$ cat src/design/wbp_pkg.sv
// ---------------------------------------------------------------------------
// wbp_pkg
// Types, constants and the divider step shared by the blend core.
// ---------------------------------------------------------------------------
`timescale 1ns / 1ps

package wbp_pkg;

	localparam int LANES   = 4;
	localparam int PIX_W   = 8;
	localparam int CNT_W   = 3;
	localparam int W_W     = 8;
	localparam int DEN_W   = 9;
	localparam int PROD_W  = W_W + PIX_W + 1;
	localparam int SUM_W   = PROD_W + 2;
	localparam int DIV_STG = 4;
	localparam int CFG_IDX_W = 2;

	localparam logic [CFG_IDX_W-1:0] REG_W0  = 2'd0;
	localparam logic [CFG_IDX_W-1:0] REG_W1  = 2'd1;
	localparam logic [CFG_IDX_W-1:0] REG_DEN = 2'd2;

	localparam logic [PIX_W-1:0] PIX_MAX = 8'd255;

	typedef struct packed {
		logic [PIX_W-1:0] past_pix_a;
		logic [PIX_W-1:0] past_pix_b;
		logic [PIX_W-1:0] past_pix_c;
		logic [PIX_W-1:0] past_pix_d;
		logic [PIX_W-1:0] future_pix_a;
		logic [PIX_W-1:0] future_pix_b;
		logic [PIX_W-1:0] future_pix_c;
		logic [PIX_W-1:0] future_pix_d;
		logic [CNT_W-1:0] lanes_valid;
		logic             block_end;
	} pair_beat_t;

	typedef struct packed {
		logic [PIX_W-1:0] blend_pix_a;
		logic [PIX_W-1:0] blend_pix_b;
		logic [PIX_W-1:0] blend_pix_c;
		logic [PIX_W-1:0] blend_pix_d;
		logic [CNT_W-1:0] lanes_out;
		logic             block_end_out;
	} blend_beat_t;

	typedef struct packed {
		logic signed [W_W-1:0] w0;
		logic signed [W_W-1:0] w1;
		logic [DEN_W-1:0]      den;
		logic [DEN_W-1:0]      half;
	} cfg_t;

	// stage enables, indices 1..DIV_STG+2; there is no index 0
	typedef struct packed {
		logic [DIV_STG+2:1] en;
	} stage_ctrl_t;

	typedef struct packed {
		logic [DEN_W-1:0] rem;
		logic [PIX_W-1:0] quo;
		logic [PIX_W-1:0] low;
		logic             zero;
		logic             sat;
	} div_t;

	function automatic div_t div_step(input div_t cur, input logic [DEN_W-1:0] den);
		div_t           nxt;
		logic [DEN_W:0] r;
		nxt = cur;
		r   = {cur.rem, cur.low[PIX_W-1]};
		nxt.low = {cur.low[PIX_W-2:0], 1'b0};
		if (r >= {1'b0, den}) begin
			r = r - {1'b0, den};
			nxt.quo = {cur.quo[PIX_W-2:0], 1'b1};
		end else begin
			nxt.quo = {cur.quo[PIX_W-2:0], 1'b0};
		end
		nxt.rem = r[DEN_W-1:0];
		return nxt;
	endfunction

endpackage

$ cat src/design/wbp_pair_if.sv
// ---------------------------------------------------------------------------
// wbp_pair_if
// Valid/ready channel carrying one group of pixel pairs.
// ---------------------------------------------------------------------------
`timescale 1ns / 1ps

interface wbp_pair_if import wbp_pkg::*; ();
	logic       valid;
	logic       ready;
	pair_beat_t data;

	modport source (output valid, output data, input ready);
	modport sink   (input valid, input data, output ready);
endinterface

$ cat src/design/wbp_blend_if.sv
// ---------------------------------------------------------------------------
// wbp_blend_if
// Valid/ready channel carrying one group of blended pixels.
// ---------------------------------------------------------------------------
`timescale 1ns / 1ps

interface wbp_blend_if import wbp_pkg::*; ();
	logic        valid;
	logic        ready;
	blend_beat_t data;

	modport source  (output valid, output data, input ready);
	modport sink    (input valid, input data, output ready);
	modport monitor (input valid, input data, input ready);
endinterface

$ cat src/design/weighted_bi_prediction_core.sv
// ---------------------------------------------------------------------------
// weighted_bi_prediction_core
// Four-lane weighted blend of list0/list1 prediction pixels with clamp.
// ---------------------------------------------------------------------------
//  channel  dir  beat
//  pairs    in   4 pixel pairs, lane count, last mark
//  blend    out  4 blended pixels, lane count, last mark
//  cfg      in   write enable, index, 9-bit data
//
//  One beat per cycle sustained while blend is not stalled; registers are
//  multiply, sum, four two-bit divide stages and the output register.
//  Reset clears weights to 1, denominator to 2, and all stage valids.
//  A stall on blend holds the output beat; bubbles in the pipe are squeezed.
// ---------------------------------------------------------------------------
`timescale 1ns / 1ps

module weighted_bi_prediction_core import wbp_pkg::*; (
	input  logic                 clk,
	input  logic                 arst_n,
	wbp_pair_if.sink             pairs,
	wbp_blend_if.source          blend,
	input  logic                 cfg_we,
	input  logic [CFG_IDX_W-1:0] cfg_idx,
	input  logic [DEN_W-1:0]     cfg_data
);

	localparam int NST = DIV_STG + 2;

	logic signed [W_W-1:0] w0_q, w1_q;
	logic [DEN_W-1:0]      den_q;
	cfg_t                  cfg;
	stage_ctrl_t           ctrl;
	logic [NST:1]          vld_s;
	logic [CNT_W-1:0]      cnt_s [NST:1];
	logic                  end_s [NST:1];
	logic                  mrg_ready;
	logic [LANES-1:0][PIX_W-1:0] past, future, lane_pix;

	always_ff @(posedge clk or negedge arst_n) begin
		if (!arst_n) begin
			w0_q  <= 8'sd1;
			w1_q  <= 8'sd1;
			den_q <= 9'd2;
		end else if (cfg_we) begin
			unique case (cfg_idx)
				REG_W0:  w0_q  <= cfg_data[W_W-1:0];
				REG_W1:  w1_q  <= cfg_data[W_W-1:0];
				REG_DEN: den_q <= (cfg_data == '0) ? DEN_W'(1) : cfg_data;
				default: ;
			endcase
		end
	end

	assign cfg.w0   = w0_q;
	assign cfg.w1   = w1_q;
	assign cfg.den  = den_q;
	assign cfg.half = den_q >> 1;

	always_comb begin
		ctrl.en[NST] = !vld_s[NST] || mrg_ready;
		for (int k = NST - 1; k >= 1; k--) begin
			ctrl.en[k] = !vld_s[k] || ctrl.en[k+1];
		end
	end

	assign pairs.ready = ctrl.en[1];

	always_ff @(posedge clk or negedge arst_n) begin
		if (!arst_n) begin
			vld_s <= '0;
		end else begin
			if (ctrl.en[1]) vld_s[1] <= pairs.valid;
			for (int k = 2; k <= NST; k++) begin
				if (ctrl.en[k]) vld_s[k] <= vld_s[k-1];
			end
		end
	end

	always_ff @(posedge clk) begin
		if (ctrl.en[1]) begin
			cnt_s[1] <= pairs.data.lanes_valid;
			end_s[1] <= pairs.data.block_end;
		end
		for (int k = 2; k <= NST; k++) begin
			if (ctrl.en[k]) begin
				cnt_s[k] <= cnt_s[k-1];
				end_s[k] <= end_s[k-1];
			end
		end
	end

	assign past   = {pairs.data.past_pix_d, pairs.data.past_pix_c,
	                 pairs.data.past_pix_b, pairs.data.past_pix_a};
	assign future = {pairs.data.future_pix_d, pairs.data.future_pix_c,
	                 pairs.data.future_pix_b, pairs.data.future_pix_a};

	for (genvar i = 0; i < LANES; i++) begin : g_lane
		wbp_lane u_lane (
			.clk    (clk),
			.ctrl   (ctrl),
			.cfg    (cfg),
			.past   (past[i]),
			.future (future[i]),
			.pix    (lane_pix[i])
		);
	end

	wbp_merge u_merge (
		.clk      (clk),
		.arst_n   (arst_n),
		.in_valid (vld_s[NST]),
		.in_ready (mrg_ready),
		.lane_pix (lane_pix),
		.lanes    (cnt_s[NST]),
		.last     (end_s[NST]),
		.res      (blend)
	);

endmodule

$ cat src/design/wbp_lane.sv
// ---------------------------------------------------------------------------
// wbp_lane
// One blend lane: weight multiply, rounding sum, two-bit-per-stage divide.
// ---------------------------------------------------------------------------
`timescale 1ns / 1ps

module wbp_lane import wbp_pkg::*; (
	input  logic             clk,
	input  stage_ctrl_t      ctrl,
	input  cfg_t             cfg,
	input  logic [PIX_W-1:0] past,
	input  logic [PIX_W-1:0] future,
	output logic [PIX_W-1:0] pix
);

	logic signed [PROD_W-1:0] p0_s1, p1_s1;
	logic signed [SUM_W-1:0]  sum;
	div_t dv_s2, dv_s3, dv_s4, dv_s5, dv_s6;

	always_ff @(posedge clk) begin
		if (ctrl.en[1]) begin
			p0_s1 <= cfg.w0 * $signed({1'b0, past});
			p1_s1 <= cfg.w1 * $signed({1'b0, future});
		end
	end

	assign sum = SUM_W'(p0_s1) + SUM_W'(p1_s1) + $signed(SUM_W'({1'b0, cfg.half}));

	// negative sums clamp to zero; quotient of 256 or more saturates
	always_ff @(posedge clk) begin
		if (ctrl.en[2]) begin
			dv_s2.zero <= sum[SUM_W-1];
			dv_s2.sat  <= {1'b0, sum[15:8]} >= cfg.den;
			dv_s2.rem  <= {1'b0, sum[15:8]};
			dv_s2.low  <= sum[7:0];
			dv_s2.quo  <= '0;
		end
	end

	always_ff @(posedge clk) begin
		if (ctrl.en[3]) dv_s3 <= div_step(div_step(dv_s2, cfg.den), cfg.den);
		if (ctrl.en[4]) dv_s4 <= div_step(div_step(dv_s3, cfg.den), cfg.den);
		if (ctrl.en[5]) dv_s5 <= div_step(div_step(dv_s4, cfg.den), cfg.den);
		if (ctrl.en[6]) dv_s6 <= div_step(div_step(dv_s5, cfg.den), cfg.den);
	end

	assign pix = dv_s6.zero ? '0 : (dv_s6.sat ? PIX_MAX : dv_s6.quo);

endmodule

$ cat src/design/wbp_merge.sv
// ---------------------------------------------------------------------------
// wbp_merge
// Gathers lane results, masks unused lanes, holds the output beat.
// ---------------------------------------------------------------------------
`timescale 1ns / 1ps

module wbp_merge import wbp_pkg::*; (
	input  logic                        clk,
	input  logic                        arst_n,
	input  logic                        in_valid,
	output logic                        in_ready,
	input  logic [LANES-1:0][PIX_W-1:0] lane_pix,
	input  logic [CNT_W-1:0]            lanes,
	input  logic                        last,
	wbp_blend_if.source                 res
);

	logic        vld_q;
	blend_beat_t beat_q;
	logic [LANES-1:0][PIX_W-1:0] m;

	assign in_ready = !vld_q || res.ready;

	always_comb begin
		for (int i = 0; i < LANES; i++) begin
			m[i] = (CNT_W'(i) < lanes) ? lane_pix[i] : '0;
		end
	end

	always_ff @(posedge clk or negedge arst_n) begin
		if (!arst_n) begin
			vld_q <= 1'b0;
		end else if (in_ready) begin
			vld_q <= in_valid;
		end
	end

	always_ff @(posedge clk) begin
		if (in_ready && in_valid) begin
			beat_q.blend_pix_a   <= m[0];
			beat_q.blend_pix_b   <= m[1];
			beat_q.blend_pix_c   <= m[2];
			beat_q.blend_pix_d   <= m[3];
			beat_q.lanes_out     <= lanes;
			beat_q.block_end_out <= last;
		end
	end

	assign res.valid = vld_q;
	assign res.data  = beat_q;

endmodule

$ cat src/flat_wrapper.sv
// flat-port wrapper written by rule: the top's interface ports become plain ports
module weighted_bi_prediction_core_flat import wbp_pkg::*;
  (clk, arst_n, cfg_we, cfg_idx, cfg_data, pairs_valid, pairs_data, pairs_ready, blend_valid, blend_data, blend_ready);
  wbp_pair_if pairs_i ();
  wbp_blend_if blend_i ();
  input  logic clk;
  input  logic arst_n;
  input  logic cfg_we;
  input  logic [CFG_IDX_W-1:0] cfg_idx;
  input  logic [DEN_W-1:0] cfg_data;
  input wire logic [$bits(pairs_i.valid)-1:0] pairs_valid;
  input wire logic [$bits(pairs_i.data)-1:0] pairs_data;
  output wire logic [$bits(pairs_i.ready)-1:0] pairs_ready;
  output wire logic [$bits(blend_i.valid)-1:0] blend_valid;
  output wire logic [$bits(blend_i.data)-1:0] blend_data;
  input wire logic [$bits(blend_i.ready)-1:0] blend_ready;
  assign pairs_i.valid = pairs_valid;
  assign pairs_i.data = pairs_data;
  assign pairs_ready = pairs_i.ready;
  assign blend_valid = blend_i.valid;
  assign blend_data = blend_i.data;
  assign blend_i.ready = blend_ready;
  weighted_bi_prediction_core u_core (.clk(clk), .arst_n(arst_n), .pairs(pairs_i), .blend(blend_i), .cfg_we(cfg_we), .cfg_idx(cfg_idx), .cfg_data(cfg_data));
endmodule
$ cat config.mk
export PLATFORM = sky130hd
export DESIGN_NAME = weighted_bi_prediction_core_flat
export DESIGN_NICKNAME = d
export VERILOG_FILES = /design/src/design/wbp_pkg.sv /design/src/design/wbp_pair_if.sv /design/src/design/wbp_blend_if.sv /design/src/design/weighted_bi_prediction_core.sv /design/src/design/wbp_lane.sv /design/src/design/wbp_merge.sv /design/src/flat_wrapper.sv
export SDC_FILE = /design/constraint.sdc
export NUM_CORES = 2
export LEC_CHECK = 0
export BUFFER_PORTS_ARGS = -buffer_cell sky130_fd_sc_hd__buf_2
export CORE_ASPECT_RATIO = 0.6
export CORE_MARGIN = 5
export CORE_UTILIZATION = 50
export DETAILED_ROUTE_END_ITERATION = 16
export GPL_TIMING_DRIVEN = 0
export HOLD_SLACK_MARGIN = 0.02
export PLACE_DENSITY = 0.66
export SLEW_MARGIN = 20
export SYNTH_ARGS = -nofsm -noshare
export SYNTH_HDL_FRONTEND = slang
export SYNTH_HIERARCHICAL = 1
export SYNTH_SLANG_ARGS = --single-unit
$ cat constraint.sdc
create_clock -name clk -period 10.1 [get_ports clk]
set_clock_uncertainty 0.1 [all_clocks]
set_input_delay 2.02 -clock clk [delete_from_list [all_inputs] [get_ports clk]]
set_output_delay 2.02 -clock clk [all_outputs]
set_load 0.01 [all_outputs]
==> results.yml <==
drt:
  drt_iter0_drc: 2989
  wire_per_inst_um: 18.8
  drtAntennaViolNets: 0
  first_pass_iters: 11
  drc: 0
  vias_per_cell: 5.51
  routed_wirelength_um: 126000
  routed-via-count: 36800
clock_network:
  cts-root-buf: "clkbuf_16"
  clk_latency_ns: 0.68
  hold_buffers: 0
  cts_max_path_buffers: 3
  cts_resized: 0
  clock-sinks: 568
  htree_levels: 2
  clk_pin_slew_worst_paths_ns: 0.06
  numCtsBuffers: 60
  cts_tree: "done"
  post_cts_buffers: 0
placement:
  dp_hpwl_um: 96900
  place.gp.congestion: 0.854
  dp_slack_ns: 3.28
  dp.cells: 6575
  placement.io_buffers: 121
synth:
  syn-mean-instance-area_sq_um: 10.7
  netlist_area_sq_um: 53800
  synthArstFlopShare: 0.0563
  ys_warn_count: 6
  syn_inst: 5007
  ys_seq_elements: 568
  synth_cell_type_count: 102
  seq_area_frac_synth: 0.314
  synthFlopType: "edfxtp_1"
  synth_edf_count: 536
timing:
  rsz0062_at_grt: "false"
  max_freq_mhz: 162
  hold_violations: 0
  drv_slew: 0
  fin_crit_sh: 0.610
  worst_pin_slew_ns: 0.993
  fin_crit_ns: 6.16
  setup_ws_ns: 3.94
  setup_viol: 0
  worst_slew_margin_rel: 0.338
global_routing:
  grt_usage: 0.221
  grt_pass1_vias: 35900
  grt_max_degree: 50
  grt_pass1_wl_um: 202000
  antenna_found_initial: 10
  gr-total-overflow: 0
floorplan:
  pin_count: 122
  dieWidth_um: 434
  num_rows: 93
  coreArea_sq_um: 107000
  die_height_um: 264
  die-area_sq_um: 114000
  initial_core_util: 0.503
min_path:
  min_path_cells: 0
  hp-start: "u_core/g_lane[0].u_lane/dv_s3[10]$_DFFE_PP_"
  hold_path_class: "flip-flop to flip-flop"
  hold_path_end: "u_core/g_lane[0].u_lane/dv_s4[12]$_DFFE_PP_"
flow_run:
  cap_violations: 0
critical_path:
  worst-path-max-fanout: 8
  crit-reg2reg-capture: "u_core/g_lane[1].u_lane/dv_s5[19]$_DFFE_PP_"
  required_ns: 10.42
  crit_path_end_kind: "flip-flop"
  crit_type: "input pin to flip-flop"
  reg2reg_from: "u_core/den_q[7]$_DFFE_PN0P_"
  critPathLaunchType: "input pin"
  rr_worst_depth: 16
  worstPathArrival_ns: 6.48
  rrSetupSlack_ns: 4.01
finish:
  drive_gt1_frac: 0.103
  fin_cells: 6689
  nNetsFinal: 6424
  syn_to_final_growth_pct: 9.14
outcome:
  status: "finished clean"
## final cells by class
| class | instances | area, sq um |
|---|---|---|
| Antenna cell | 2 | 5.00 |
| Buffer | 28 | 173 |
| Clock buffer | 68 | 1550 |
| Clock inverter | 44 | 599 |
| Fill cell | 9243 | 48300 |
| Inverter | 622 | 2340 |
| Multi-Input combinational cell | 3792 | 34400 |
| Sequential cell | 568 | 16900 |
| Tap cell | 1425 | 1780 |
| Timing Repair Buffer | 140 | 906 |
## metrics by stage
| stage | area (sq um) | setup TNS [ns] | utilization | hold slack, ns |
|---|---|---|---|---|
| finish | 58700 | 0 | 0.549 | 0.271 |
| global route | 58700 | 0 | 0.549 | 0.281 |
| CTS | 58700 | 0 | 0.548 | 0.263 |
| detailed placement | 56600 | 0 | 0.528 | 0.305 |
| global placement | 56200 | -234.84 | 0.525 | 0.300 |
| floorplan | 53800 | 0 | - | 0.300 |
## synth_stat cells (8+ instances only)
cell	number	share of area
or2_2	19	0.0022
nor3_1	73	0.0068
nor4_1	15	0.0017
nor2b_2	8	0.0013
o211ai_1	14	0.0020
o22ai_1	11	0.0013
a211oi_1	22	0.0031
mux2i_1	21	0.0039
o21a_1	67	0.0093
o21bai_1	30	0.0042
nor2b_1	109	0.013
mux2_1	26	0.0054
o31a_1	25	0.0041
a21boi_0	10	0.0014
and2_2	8	0.0011
mux2_4	49	0.014
nand2_1	187	0.013
or3_1	18	0.0021
xnor2_1	199	0.032
fa_1	364	0.14
o21ai_1	20	0.0019
a21oi_1	262	0.024
inv_1	622	0.043
o31ai_1	14	0.0020
a31oi_1	21	0.0024
and3_1	14	0.0016
buf_2	9	0.00084
nor2_1	320	0.022
dfrtp_1	29	0.013
ha_1	764	0.18
and2_1	366	0.043
nand2b_1	60	0.0070
o21ai_0	171	0.016
xor2_1	82	0.013
clkbuf_1	10	0.00070
nand3_1	37	0.0034
edfxtp_1	536	0.30
a21o_1	97	0.014
a21oi_2	9	0.0015
nand4_1	42	0.0049
mux2_2	120	0.025
## layer usage
| metal | wire length (um) | track usage | vias up |
|---|---|---|---|
| met5 | 11 | 0 | - |
| met1 | 66800 | 0.370 | 17800 |
| li1 | - | - | 17900 |
| met4 | 1680 | 0.0343 | 2 |
| met3 | 9240 | 0.0377 | 121 |
| met2 | 48000 | 0.297 | 1028 |
## state kept, by name, summed over array words and instances, names as in the netlist
register and cells:
u_core/g_lane.u_lane/dv_s2 72, u_core/cnt_s 18, u_core/den_q 9, u_core/g_lane.u_lane/dv_s6 40
u_core/w1_q 8, u_core/u_merge/res.valid 1, u_core/g_lane.u_lane/dv_s5 76, u_core/g_lane.u_lane/dv_s3 76
u_core/end_s 6, u_core/g_lane.u_lane/p1_s1 68, u_core/u_merge/res.data 36, u_core/w0_q 8
u_core/g_lane.u_lane/dv_s4 76, u_core/vld_s 6, u_core/g_lane.u_lane/p0_s1 68
## placed cells by master, fill, tap and decap left out, types with 26 or more instances in the layout
master and count:
a21o_1 97, inv_1 620, nand4_1 42, fa_1 364, nor3_1 73, a21oi_1 262, nor2_1 320, edfxtp_1 536
mux2_2 120, clkbuf_16 61, mux2_1 26, nand2_1 185, mux2_4 49, o21ai_0 171, o21a_1 67, ha_1 764
o21bai_1 30, xnor2_1 199, nor2b_1 109, nand3_1 36, xor2_1 82, and2_1 365, nand2b_1 60, buf_2 130
## worst max path at each step
stage / startpoint / endpoint / slack (ns) / cells past startpoint
after global placement: blend_ready / pairs_ready / -2.87 / 5
after floorplan: blend_ready / pairs_ready / 1.56 / 3
after global routing: pairs_data[12] / u_core/g_lane[2].u_lane/p1_s1[16]$_DFFE_PP_ / 3.76 / 17
final: pairs_data[12] / u_core/g_lane[2].u_lane/p1_s1[16]$_DFFE_PP_ / 3.94 / 17
after detailed placement: pairs_data[12] / u_core/g_lane[2].u_lane/p1_s1[16]$_DFFE_PP_ / 3.28 / 17
after CTS: pairs_data[12] / u_core/g_lane[2].u_lane/p1_s1[16]$_DFFE_PP_ / 3.97 / 17
## cell families after synthesis
| logic type | Yosys count | share of synthesized area |
|---|---|---|
| simple gates | 1308 | 0.128 |
| mux | 216 | 0.0481 |
| compound gates | 855 | 0.104 |
| xor+xnor | 281 | 0.0457 |
| buf+inv | 650 | 0.0466 |
| fa+ha+maj | 1128 | 0.313 |
| other cells | 1 | 0.0000697 |
| flops | 568 | 0.314 |
## worst max-delay path: stages
cell	delay (ns)
buf_2	0.17
nand2b_1	0.18
fa_1	0.54
fa_1	0.55
inv_1	0.05
fa_1	0.52
inv_1	0.05
fa_1	0.52
inv_1	0.04
ha_1	0.34
o21a_1	0.19
o31a_1	0.13
o211ai_1	0.23
a21oi_1	0.13
a2111oi_2	0.47
a21oi_1	0.17
xnor2_1	0.15
Power is left out: the tool's default activity adds up to more than one toggle a clock period on the data nets, which glitch-free logic cannot reach.
